**src/sv/fdkc_pkg.sv**
```systemverilog
// ----------------------------------------------------------------------------
// Keypad calculator package
// Widths, key codes, operation codes and the key map that the calculator
// core uses.
// ----------------------------------------------------------------------------
package fdkc_pkg;

  localparam int DIGIT_COUNT = 4;
  localparam int OpW         = $clog2(10 ** DIGIT_COUNT);
  localparam int ResW        = 2 * OpW;
  localparam int CntW        = $clog2(ResW + 1);
  localparam int BcdW        = 4 * DIGIT_COUNT;

  typedef logic [3:0] digit_t;
  typedef logic [6:0] key_t;
  typedef logic [2:0] op_t;

  localparam op_t OP_NONE = 3'd0;
  localparam op_t OP_ADD  = 3'd1;
  localparam op_t OP_SUB  = 3'd2;
  localparam op_t OP_MUL  = 3'd3;
  localparam op_t OP_DIV  = 3'd4;

  localparam key_t K_DIGIT_MAX = 7'd9;
  localparam key_t K_CLEAR     = 7'd101;
  localparam key_t K_ADD       = 7'd102;
  localparam key_t K_SUB       = 7'd103;
  localparam key_t K_MUL       = 7'd104;
  localparam key_t K_DIV       = 7'd105;
  localparam key_t K_EQ        = 7'd106;

  localparam key_t KEY_MAP [16] = '{
    7'd1, 7'd2, 7'd3, K_ADD,
    7'd4, 7'd5, 7'd6, K_SUB,
    7'd7, 7'd8, 7'd9, K_MUL,
    K_CLEAR, 7'd0, K_DIV, K_EQ
  };

  // Shift-add-3 correction for one BCD digit before it is doubled.
  function automatic digit_t add3(input digit_t d);
    digit_t r;
    r = (d >= 4'd5) ? d + 4'd3 : d;
    return r;
  endfunction

endpackage

```
**src/sv/four_digit_keypad_calculator_core.sv**
```systemverilog
// ----------------------------------------------------------------------------
// Four digit keypad calculator core
// Takes one keypad poll per item, edits the decimal display, and computes
// add, subtract and multiply directly, and divide with a shared shift datapath.
// ----------------------------------------------------------------------------
//
//   Channel  Handshake                  Payload
//   in       in_valid_i / in_ready_o    key_down_i, key_position_i
//   out      out_valid_o / out_ready_i  digit_*_o, negative_o, press_accepted_o
//
// Equals passes through ST_DIV for a division, then ST_SIGN, ST_CONV and
// ST_DONE: a bit-serial restoring divider and a shift-add-3 converter
// share one working shift register under the sequencer.
// in_ready_o is low while the sequencer is busy or the output register is full
// and not being taken. Reset zeroes the control, display and result state.
module four_digit_keypad_calculator_core (
  input  logic             clk_i,
  input  logic             rst_ni,
  input  logic             in_valid_i,
  output logic             in_ready_o,
  input  logic             key_down_i,
  input  logic [3:0]       key_position_i,
  output logic             out_valid_o,
  input  logic             out_ready_i,
  output fdkc_pkg::digit_t digit_ones_o,
  output fdkc_pkg::digit_t digit_tens_o,
  output fdkc_pkg::digit_t digit_hundreds_o,
  output fdkc_pkg::digit_t digit_thousands_o,
  output logic             negative_o,
  output logic             press_accepted_o
);
  import fdkc_pkg::*;

  localparam logic [2:0] ST_IDLE = 3'd0;
  localparam logic [2:0] ST_DIV  = 3'd1;
  localparam logic [2:0] ST_SIGN = 3'd2;
  localparam logic [2:0] ST_CONV = 3'd3;
  localparam logic [2:0] ST_DONE = 3'd4;

  logic [2:0]            state_q, state_d;
  digit_t                digits_q [DIGIT_COUNT];
  digit_t                digits_d [DIGIT_COUNT];
  logic [OpW-1:0]        first_q, first_d;
  op_t                   op_q, op_d;
  logic signed [ResW-1:0] res_q, res_d;
  logic                  was_pressed_q, was_pressed_d;
  logic                  neg_q, neg_d;
  logic [ResW-1:0]       work_q, work_d;
  logic [OpW-1:0]        rem_q, rem_d;
  logic [OpW-1:0]        div_q, div_d;
  logic [BcdW-1:0]       bcd_q, bcd_d;
  logic [CntW-1:0]       cnt_q, cnt_d;

  digit_t                out_digits_q [DIGIT_COUNT];
  logic                  out_neg_q, out_acc_q, out_valid_q;
  logic                  load_out, acc_out;

  logic                  in_fire, out_free, press;
  key_t                  code;
  logic [OpW-1:0]        shown;
  logic [OpW:0]          trial;
  logic                  qbit;
  logic [OpW-1:0]        quot_next;
  logic [BcdW-1:0]       bcd_adj;
  logic [BcdW-1:0]       bcd_next;

  assign out_free   = !out_valid_q || out_ready_i;
  assign in_ready_o = (state_q == ST_IDLE) && out_free;
  assign in_fire    = in_valid_i && in_ready_o;
  assign code       = KEY_MAP[key_position_i];
  assign press      = key_down_i && !was_pressed_q;

  // Display digits folded into a binary value, most significant digit first.
  always_comb begin
    shown = '0;
    for (int i = DIGIT_COUNT - 1; i >= 0; i--) begin
      shown = OpW'(shown * OpW'(10)) + OpW'(digits_q[i]);
    end
  end

  // Restoring divider step.
  assign trial     = {rem_q, work_q[OpW-1]};
  assign qbit      = (trial >= {1'b0, div_q});
  assign quot_next = {work_q[OpW-2:0], qbit};

  // Shift-add-3 step; the carry out of the top digit is dropped, which keeps
  // only the low decimal digits of the magnitude.
  always_comb begin
    for (int i = 0; i < DIGIT_COUNT; i++) begin
      bcd_adj[4*i +: 4] = add3(bcd_q[4*i +: 4]);
    end
  end
  assign bcd_next = {bcd_adj[BcdW-2:0], work_q[ResW-1]};

  always_comb begin
    state_d       = state_q;
    digits_d      = digits_q;
    first_d       = first_q;
    op_d          = op_q;
    res_d         = res_q;
    was_pressed_d = was_pressed_q;
    neg_d         = neg_q;
    work_d        = work_q;
    rem_d         = rem_q;
    div_d         = div_q;
    bcd_d         = bcd_q;
    cnt_d         = cnt_q;
    load_out      = 1'b0;
    acc_out       = 1'b0;

    case (state_q)
      ST_IDLE: begin
        if (in_fire) begin
          was_pressed_d = key_down_i;
          acc_out       = press;
          load_out      = 1'b1;
          if (press) begin
            if (code <= K_DIGIT_MAX) begin
              for (int i = DIGIT_COUNT - 1; i > 0; i--) begin
                digits_d[i] = digits_q[i-1];
              end
              digits_d[0] = code[3:0];
              neg_d       = 1'b0;
            end else if (code == K_CLEAR) begin
              for (int i = 0; i < DIGIT_COUNT; i++) begin
                digits_d[i] = '0;
              end
              first_d = '0;
              op_d    = OP_NONE;
              res_d   = '0;
              neg_d   = 1'b0;
            end else if (code >= K_ADD && code <= K_DIV) begin
              first_d = shown;
              op_d    = op_t'(code - K_ADD) + OP_ADD;
              for (int i = 0; i < DIGIT_COUNT; i++) begin
                digits_d[i] = '0;
              end
              neg_d = 1'b0;
            end else if (code == K_EQ) begin
              // The result item goes out when the sequencer finishes.
              load_out = 1'b0;
              div_d    = shown;
              state_d  = ST_SIGN;
              case (op_q)
                OP_ADD: res_d = ResW'(first_q) + ResW'(shown);
                OP_SUB: res_d = ResW'(first_q) - ResW'(shown);
                OP_MUL: res_d = ResW'(first_q) * ResW'(shown);
                OP_DIV: begin
                  // Division by zero keeps the previous result.
                  if (shown != '0) begin
                    work_d  = ResW'(first_q);
                    rem_d   = '0;
                    cnt_d   = '0;
                    state_d = ST_DIV;
                  end
                end
                default: res_d = '0;
              endcase
            end
          end
        end
      end
      ST_DIV: begin
        rem_d  = qbit ? OpW'(trial - {1'b0, div_q}) : trial[OpW-1:0];
        work_d = {work_q[ResW-1:OpW], quot_next};
        cnt_d  = cnt_q + CntW'(1);
        if (cnt_q == CntW'(OpW - 1)) begin
          res_d   = ResW'(quot_next);
          state_d = ST_SIGN;
        end
      end
      ST_SIGN: begin
        neg_d   = res_q[ResW-1];
        work_d  = res_q[ResW-1] ? ResW'(-res_q) : ResW'(res_q);
        bcd_d   = '0;
        cnt_d   = '0;
        state_d = ST_CONV;
      end
      ST_CONV: begin
        bcd_d  = bcd_next;
        work_d = {work_q[ResW-2:0], 1'b0};
        cnt_d  = cnt_q + CntW'(1);
        if (cnt_q == CntW'(ResW - 1)) begin
          for (int i = 0; i < DIGIT_COUNT; i++) begin
            digits_d[i] = bcd_next[4*i +: 4];
          end
          state_d = ST_DONE;
        end
      end
      ST_DONE: begin
        if (out_free) begin
          load_out = 1'b1;
          acc_out  = 1'b1;
          state_d  = ST_IDLE;
        end
      end
      default: state_d = ST_IDLE;
    endcase
  end

  always_ff @(posedge clk_i or negedge rst_ni) begin
    if (!rst_ni) begin
      state_q       <= ST_IDLE;
      for (int i = 0; i < DIGIT_COUNT; i++) begin
        digits_q[i] <= '0;
      end
      first_q       <= '0;
      op_q          <= OP_NONE;
      res_q         <= '0;
      was_pressed_q <= 1'b0;
      neg_q         <= 1'b0;
      cnt_q         <= '0;
      out_valid_q   <= 1'b0;
    end else begin
      state_q       <= state_d;
      digits_q      <= digits_d;
      first_q       <= first_d;
      op_q          <= op_d;
      res_q         <= res_d;
      was_pressed_q <= was_pressed_d;
      neg_q         <= neg_d;
      cnt_q         <= cnt_d;
      if (load_out) begin
        out_valid_q <= 1'b1;
      end else if (out_ready_i) begin
        out_valid_q <= 1'b0;
      end
    end
  end

  always_ff @(posedge clk_i) begin
    work_q <= work_d;
    rem_q  <= rem_d;
    div_q  <= div_d;
    bcd_q  <= bcd_d;
    if (load_out) begin
      out_digits_q <= digits_d;
      out_neg_q    <= neg_d;
      out_acc_q    <= acc_out;
    end
  end

  digit_t dig_out [4];
  for (genvar g = 0; g < 4; g++) begin : g_dig
    if (g < DIGIT_COUNT) begin : g_on
      assign dig_out[g] = out_digits_q[g];
    end else begin : g_off
      assign dig_out[g] = '0;
    end
  end

  assign out_valid_o       = out_valid_q;
  assign digit_ones_o      = dig_out[0];
  assign digit_tens_o      = dig_out[1];
  assign digit_hundreds_o  = dig_out[2];
  assign digit_thousands_o = dig_out[3];
  assign negative_o        = out_neg_q;
  assign press_accepted_o  = out_acc_q;

  // No new item while the sequencer is working on an equals press.
  a_busy_blocks: assert property (@(posedge clk_i) disable iff (!rst_ni)
    state_q != ST_IDLE |-> !in_ready_o)
    else $error("input ready while sequencer busy");

  // The running remainder of the divider stays below the divisor.
  a_rem_below: assert property (@(posedge clk_i) disable iff (!rst_ni)
    state_q == ST_DIV |-> rem_q < div_q)
    else $error("divider remainder not below divisor");

  // The result is only ever offered after a full decimal conversion.
  a_done_after_conv: assert property (@(posedge clk_i) disable iff (!rst_ni)
    $rose(state_q == ST_DONE) |-> $past(state_q == ST_CONV))
    else $error("done state entered without conversion");

  for (genvar g = 0; g < DIGIT_COUNT; g++) begin : g_chk
    a_digit_bcd: assert property (@(posedge clk_i) disable iff (!rst_ni)
      digits_q[g] <= 4'd9)
      else $error("display digit out of decimal range");
  end

endmodule
```
**config.mk**
```make
export PLATFORM = sky130hd
export DESIGN_NAME = four_digit_keypad_calculator_core
export DESIGN_NICKNAME = d
export VERILOG_FILES = /design/src/sv/fdkc_pkg.sv /design/src/sv/four_digit_keypad_calculator_core.sv
export SDC_FILE = /design/constraint.sdc
export NUM_CORES = 1
export LEC_CHECK = 0
export BUFFER_PORTS_ARGS = -buffer_cell sky130_fd_sc_hd__buf_4
export CAP_MARGIN = 20
export CORE_UTILIZATION = 24
export CTS_CLUSTER_SIZE = 40
export DETAILED_ROUTE_END_ITERATION = 8
export GPL_TIMING_DRIVEN = 0
export HOLD_SLACK_MARGIN = 0.15
export PLACE_DENSITY = 0.35
export SLEW_MARGIN = 10
export SYNTH_ARGS = -nofsm -noshare
export SYNTH_HDL_FRONTEND = slang
export SYNTH_SLANG_ARGS = --single-unit
export TNS_END_PERCENT = 100
```
**constraint.sdc**
```tcl
create_clock -name clk_i -period 24.5 [get_ports clk_i]
set_input_delay 2.45 -clock clk_i [delete_from_list [all_inputs] [get_ports clk_i]]
set_output_delay 2.45 -clock clk_i [all_outputs]
set_load 0.05 [all_outputs]
```
# Word level (Yosys, flattened, before mapping)
# Memories as Yosys holds them, arrays and structs flattened.
# Cells that the tools add are included.
[classes]
reduce_logical = 26
multipliers = 4
mux = 86
magnitude_cmp = 9
eq_ne = 26
n_addsub = 14
bitwise = 5
[op_table]
columns = ["cell", "count"]
rows = [
  ["2-to-1 mux 28 bit", 16],
  ["case mux 28 bit (4 select lines)", 2],
  ["2-to-1 mux 14 bit", 11],
  ["2-to-1 mux 16 bit", 6],
  ["case mux 16 bit (2 select lines)", 2],
  ["case mux 28 bit (2 select lines)", 1],
  ["2-to-1 mux 5 bit", 8],
  ["2-to-1 mux 3 bit", 12],
  ["AND reduction 9 bit", 4],
  ["multiplier 14 x 14 -> 28 bit", 1],
  ["negator 28 bit", 1],
  ["case mux 14 bit (2 select lines)", 1],
  ["greater-or-equal comparator 4 x 3 -> 1 bit (second input constant)", 4],
  ["!= test 2 bit (second input constant)", 8],
  ["adder 14 x 14 -> 15 bit", 1],
  ["greater-or-equal comparator 15 x 14 -> 1 bit", 1],
  ["2-to-1 mux 1 bit", 15],
  ["case mux 3 bit (5 select lines)", 1],
  ["case mux 5 bit (3 select lines)", 1],
  ["subtractor 14 x 14 -> 15 bit", 1],
  ["adder 13 x 4 -> 14 bit", 1],
  ["adder 14 x 4 -> 14 bit", 1],
  ["equality test 7 bit (second input constant)", 2],
  ["multiplier 14 x 3 -> 13 bit (second input constant)", 1],
  ["41 further kinds", 68],
]
[totals]
n_memories = 1
in_bits = 9
out_inout_bits = 20
wordCells = 194
reg_bits = 162
rom_bits = 112
[mem_list]
columns = ["memory", "words", "word_bits", "read_ports", "rd_ports_with_merged_regs", "wr", "line", "text"]
rows = [
  ["(no name shown)", 16, 7, 1, 0, 0, "four_digit_keypad_calculator_core.sv:70", "assign code = KEY_MAP[key_position_i];"],
]

# Longest topological paths before layout
[logic_depth]
word_depth = 16
ltp_mapped = 45
mapped_depth_nobuf = 45

# Least setup slack after synthesis
# Ideal clock, no wire load.
[synth_timing]
path_kind = "reg-to-reg"
from = "register digits_q[1] (netlist bit)"
to = "register res_q[23]"
path_stages_with_launch = 44
path_buffers = 1
arrival_time_ns = 10.465
synth_period_minus_slack_ns = 10.599
setup_slack_ns = 13.901
setup_ns = 0.134
required_time_ns = 24.366
path_cell_list = "dfrtp_1 -> ha_1 -> ha_1 -> fa_1 -> nand2_1 -> nor3b_1 -> xnor2_1 -> nand2_1 -> o21ai_0 -> ha_1 -> ha_1 -> o21a_1 -> a32o_1 -> xor2_1 -> ha_1 -> ha_1 -> o21a_1 -> o21ai_0 -> [8 not listed] -> fa_1 -> fa_1 -> fa_1 -> inv_1 -> fa_1 -> inv_1 -> fa_1 -> inv_1 -> ha_1 -> a21o_1 -> o21bai_1 -> a221oi_1 -> nor2b_1 -> a311o_1 -> a41oi_1 -> xnor2_1 -> a22oi_1 -> nand2_1"
[synth_between]
elab_chain_len = 15
elab_cells_between_ends = 16
cone_classes = "add/sub: 4; mul: 4; mux: 8"
[synth_rtl]
columns = ["item", "line", "text"]
rows = [
  ["start, declared", "four_digit_keypad_calculator_core.sv:41", "digit_t digits_q [DIGIT_COUNT];"],
  ["start signal, assigned", "four_digit_keypad_calculator_core.sv:216", "digits_q <= digits_d;"],
  ["multiplier 4 x 3 -> 7 bit (*)", "four_digit_keypad_calculator_core.sv:77", "shown = OpW'(shown * OpW'(10)) + OpW'(digits_q[i]);"],
  ["adder 8 x 4 -> 9 bit (*)", "four_digit_keypad_calculator_core.sv:77", ""],
  ["multiplier 9 x 3 -> 12 bit (*)", "four_digit_keypad_calculator_core.sv:77", ""],
  ["adder 13 x 4 -> 14 bit (*)", "four_digit_keypad_calculator_core.sv:77", ""],
  ["multiplier 14 x 3 -> 13 bit (*)", "four_digit_keypad_calculator_core.sv:77", ""],
  ["adder 14 x 4 -> 14 bit (*)", "four_digit_keypad_calculator_core.sv:77", ""],
  ["via shown[13]", "four_digit_keypad_calculator_core.sv:60", "logic [OpW-1:0] shown;"],
  ["multiplier 14 x 14 -> 28 bit or subtractor 14 x 14 -> 15 bit (tied branches)", "four_digit_keypad_calculator_core.sv:147, four_digit_keypad_calculator_core.sv:146", ""],
  ["case mux 28 bit (4 select lines) (*)", "four_digit_keypad_calculator_core.sv:144", "case (op_q)"],
  ["2-to-1 mux 28 bit (*)", "four_digit_keypad_calculator_core.sv:139", "end else if (code == K_EQ) begin"],
  ["2-to-1 mux 28 bit (*)", "four_digit_keypad_calculator_core.sv:132", "end else if (code >= K_ADD && code <= K_DIV) begin"],
  ["2-to-1 mux 28 bit (*)", "four_digit_keypad_calculator_core.sv:124", "end else if (code == K_CLEAR) begin"],
  ["2-to-1 mux 28 bit (*)", "four_digit_keypad_calculator_core.sv:118", "if (code <= K_DIGIT_MAX) begin"],
  ["2-to-1 mux 28 bit (*)", "four_digit_keypad_calculator_core.sv:117", "if (press) begin"],
  ["2-to-1 mux 28 bit (*)", "four_digit_keypad_calculator_core.sv:113", "if (in_fire) begin"],
  ["case mux 28 bit (2 select lines) (*)", "four_digit_keypad_calculator_core.sv:111", "case (state_q)"],
  ["end signal, assigned", "four_digit_keypad_calculator_core.sv:219", "res_q <= res_d;"],
  ["end, declared", "four_digit_keypad_calculator_core.sv:45", "logic signed [ResW-1:0] res_q, res_d;"],
]
# The timed path passes the listed nets; every way through them passes the cells marked *. The select of a mux whose other input is x is not followed.
# A chain may end at the register's enable or synchronous reset.

# Worst setup path after layout
[layout_timing]
from = "register digits_q[3] (netlist bit)"
to = "register res_q[27]"
# Same word-level chain as after synthesis.

==> flow_summary.toml <==
[worst_setup_path]
path_buf_inv = 4
critPathKind = "flop to flop"
start_kind = "flop"
crit_fanout = 11
reg2reg_slack_ns = 12.06
arrival_ns = 12.75
crit_family = "adder cells"
r2r-start = "digits_q[3]$_DFF_PN0_"
cp-end-kind = "flop"
cp.depth = 43
rr_endpoint = "res_q[27]$_DFFE_PN0P_"
critPathMaxStageDelay_ns = 0.61
cp_slowest_cell = "xnor2_1"
cp_data_required_time_ns = 24.81
reg2reg_depth = 43

[die]
die_x_um = 280
start_util = 0.244
fp.dieH_um = 280
design.die.area_um2 = 78500
ioPinCount = 29
rows = 101
core-area_um2 = 76200

[cts]
cts_sinks = 162
cts_resized = 0
htree_levels = 4
clockBufferDepth = 2
numCtsBuffers = 17
post_cts_buffers = 0
clkSlewWorstSetupHoldPaths_ns = 0.07
cts_tree = "yes"
clock_latency_ns = 0.46
ctsRootBufferMaster = "clkbuf_16"
cts_hold_buf = 0

[sta]
drv_slew = 0
setup_violations = 0
fin_crit_sh = 0.508
fin_crit_ns = 12.44
max_slew_margin = 0.234
rsz0062_at_grt = "false"
hold_violations = 0
tightest_slew_ns = 1.15
clock_skew_ns = 0.0142
tns_ns = 0
max_freq_mhz = 80.4

[synth]
yosys.area_share.simple = 0.160
synth-compound-area-share = 0.179
synth_top_area_share = 0.162
syn-cell-area_um2 = 18600
synthTopCellsByArea = "fa_1, edfxtp_1, ha_1"
synth_top_family_by_area = "adder cells"
syn_nets = 2440
synth.mux.area_fraction = 0.00714
synth-xor-area-share = 0.0443
netlist_instances = 2087
ys_ff_latch = 162
synth_edf_count = 90
postSynthAreaPerCell_um2 = 8.90
synth_area_leader_cell = "fa_1"
synth_cell_types = 78
yosysSeqAreaShare = 0.243
ys.flop_type = "edfxtp_1"
async_flop_share = 0.444
synthAdderAreaFrac = 0.292
synth_warnings = 0

[route]
via_count = 15300
drtPass1Iterations = 8
drc_errors = 0
routedWlPerCell_um = 20.8
highest_layer = "met5"
drtAntennaViolNets = 0
wl_met1_mm = 32.9
dr_wl_met3_mm = 2.21
vias_per_cell = 4.81
routed_wl_mm = 66.0
drtIter0Drc = 1003
dr_wl_met2_mm = 30.0

[hold_path]
min_to = "neg_q$_DFF_PN0_"
hp-class = "flop to flop"
worstHoldPathCells = 2
hp-start = "neg_q$_DFF_PN0_"

[global_routing]
grt_pass1_wl_mm = 100
antenna_found_initial = 2
grt_pass1_vias = 15600
grt_max_degree = 53
grt_overflow = 0
track_usage = 0.171

[place]
dp_hpwl_mm = 52.5
gp_congestion = 0.840
portBuffers = 26

[layout]
antenna_cells = 0
syn_to_final_growth_pct = 11.3
fillers = 8205
finalNetCount = 2488
layout-drive-gt1-share = 0.0405

[job]
drv_cap = 0

[run_status]
status = "complete, no violations"
==> worst max-delay path by stage <==
stage	start	to	slack, ns
3_3_place_gp	digits_q[3]$_DFF_PN0_	res_q[27]$_DFFE_PN0P_	12.00
6_report	digits_q[3]$_DFF_PN0_	res_q[27]$_DFFE_PN0P_	12.06
4_1_cts	digits_q[3]$_DFF_PN0_	res_q[27]$_DFFE_PN0P_	11.91
3_5_place_dp	digits_q[3]$_DFF_PN0_	res_q[27]$_DFFE_PN0P_	12.01
2_1_floorplan	digits_q[1]$_DFF_PN0_	res_q[23]$_DFFE_PN0P_	13.90
5_1_grt	digits_q[3]$_DFF_PN0_	res_q[27]$_DFFE_PN0P_	11.27
==> kinds of logic after synthesis <==
family	Yosys count
adder cells (fa/ha/maj)	344
AND/OR/NAND/NOR	607
XOR/XNOR	94
buffers and inverters	368
multiplexers	13
AO/OA/AOI/OAI	499
flip-flops	162
==> metal layers <==
| layer | up-vias | track usage |
|---|---|---|
| met3 | 42 | 0.0216 |
| met2 | 287 | 0.276 |
| met5 | - | 0 |
| met1 | 7638 | 0.244 |
| li1 | 7311 | - |
| met4 | 2 | 0.0331 |
==> final cells by class <==
class                           count  area [µm²]  area share
Sequential cell                   162        4500       0.218
Buffer                             88         332      0.0160
Timing Repair Buffer               29         235      0.0114
Clock buffer                       17         425      0.0206
Clock inverter                     15         124     0.00600
Tap cell                         1030        1290      0.0624
Multi-Input combinational cell   1557       12700       0.615
Inverter                          280        1050      0.0509
==> worst register-to-register path: cells and delay by family (launching register included) <==
kind / cells / cell delay, ns
fa+ha+maj: 14 / 5.77
compound gates: 11 / 2.30
xor+xnor: 7 / 1.87
simple gates: 7 / 0.96
buf+inv: 4 / 0.81
flops: 1 / 0.55
==> synth_stat cells (all sizes together), types with 40 or more instances <==
cell / number
edfxtp: 90
fa: 150
nor2b: 48
dfrtp: 72
ha: 194
a21oi: 103
inv: 279
nor2: 120
clkbuf: 85
xnor2: 54
o21ai: 122
xor2: 40
nand2: 216
and2: 68
==> registers in the layout, summed over array words and instances, names as in the netlist, 5 cells and up <==
signal,flops
first_q,14
cnt_q,5
res_q,28
work_q,28
digits_q,16
div_q,14
bcd_q,16
rem_q,14
==> placed cells by master, fill, tap and decap left out, types with 22 or more instances in the layout <==
| cell type | n |
|---|---|
| a21o_1 | 31 |
| a21oi_1 | 103 |
| a22oi_1 | 22 |
| and2_1 | 67 |
| buf_4 | 27 |
| clkbuf_1 | 84 |
| dfrtp_1 | 72 |
| edfxtp_1 | 90 |
| fa_1 | 150 |
| ha_1 | 194 |
| inv_1 | 279 |
| nand2_1 | 216 |
| nand4_1 | 22 |
| nor2_1 | 120 |
| nor2b_1 | 48 |
| nor3_1 | 33 |
| o21ai_0 | 121 |
| o31ai_1 | 27 |
| xnor2_1 | 53 |
| xor2_1 | 40 |
==> per-stage QoR <==
stage | setup slack, ns | area, µm² | hold slack [ns] | instances | util
after floorplan | 13.90 | 18600 | 0.437 | 2087 | -
after global placement | 12.00 | 20000 | 0.469 | 3143 | 0.263
after detailed placement | 12.01 | 20100 | 0.474 | 3145 | 0.264
after CTS | 11.91 | 20700 | 0.491 | 3177 | 0.271
after global routing | 11.27 | 20700 | 0.524 | 3178 | 0.271
final | 12.06 | 20700 | 0.490 | 3178 | 0.271
Power is left out: the tool's default activity adds up to more than one toggle a clock period on the data nets, which glitch-free logic cannot reach.
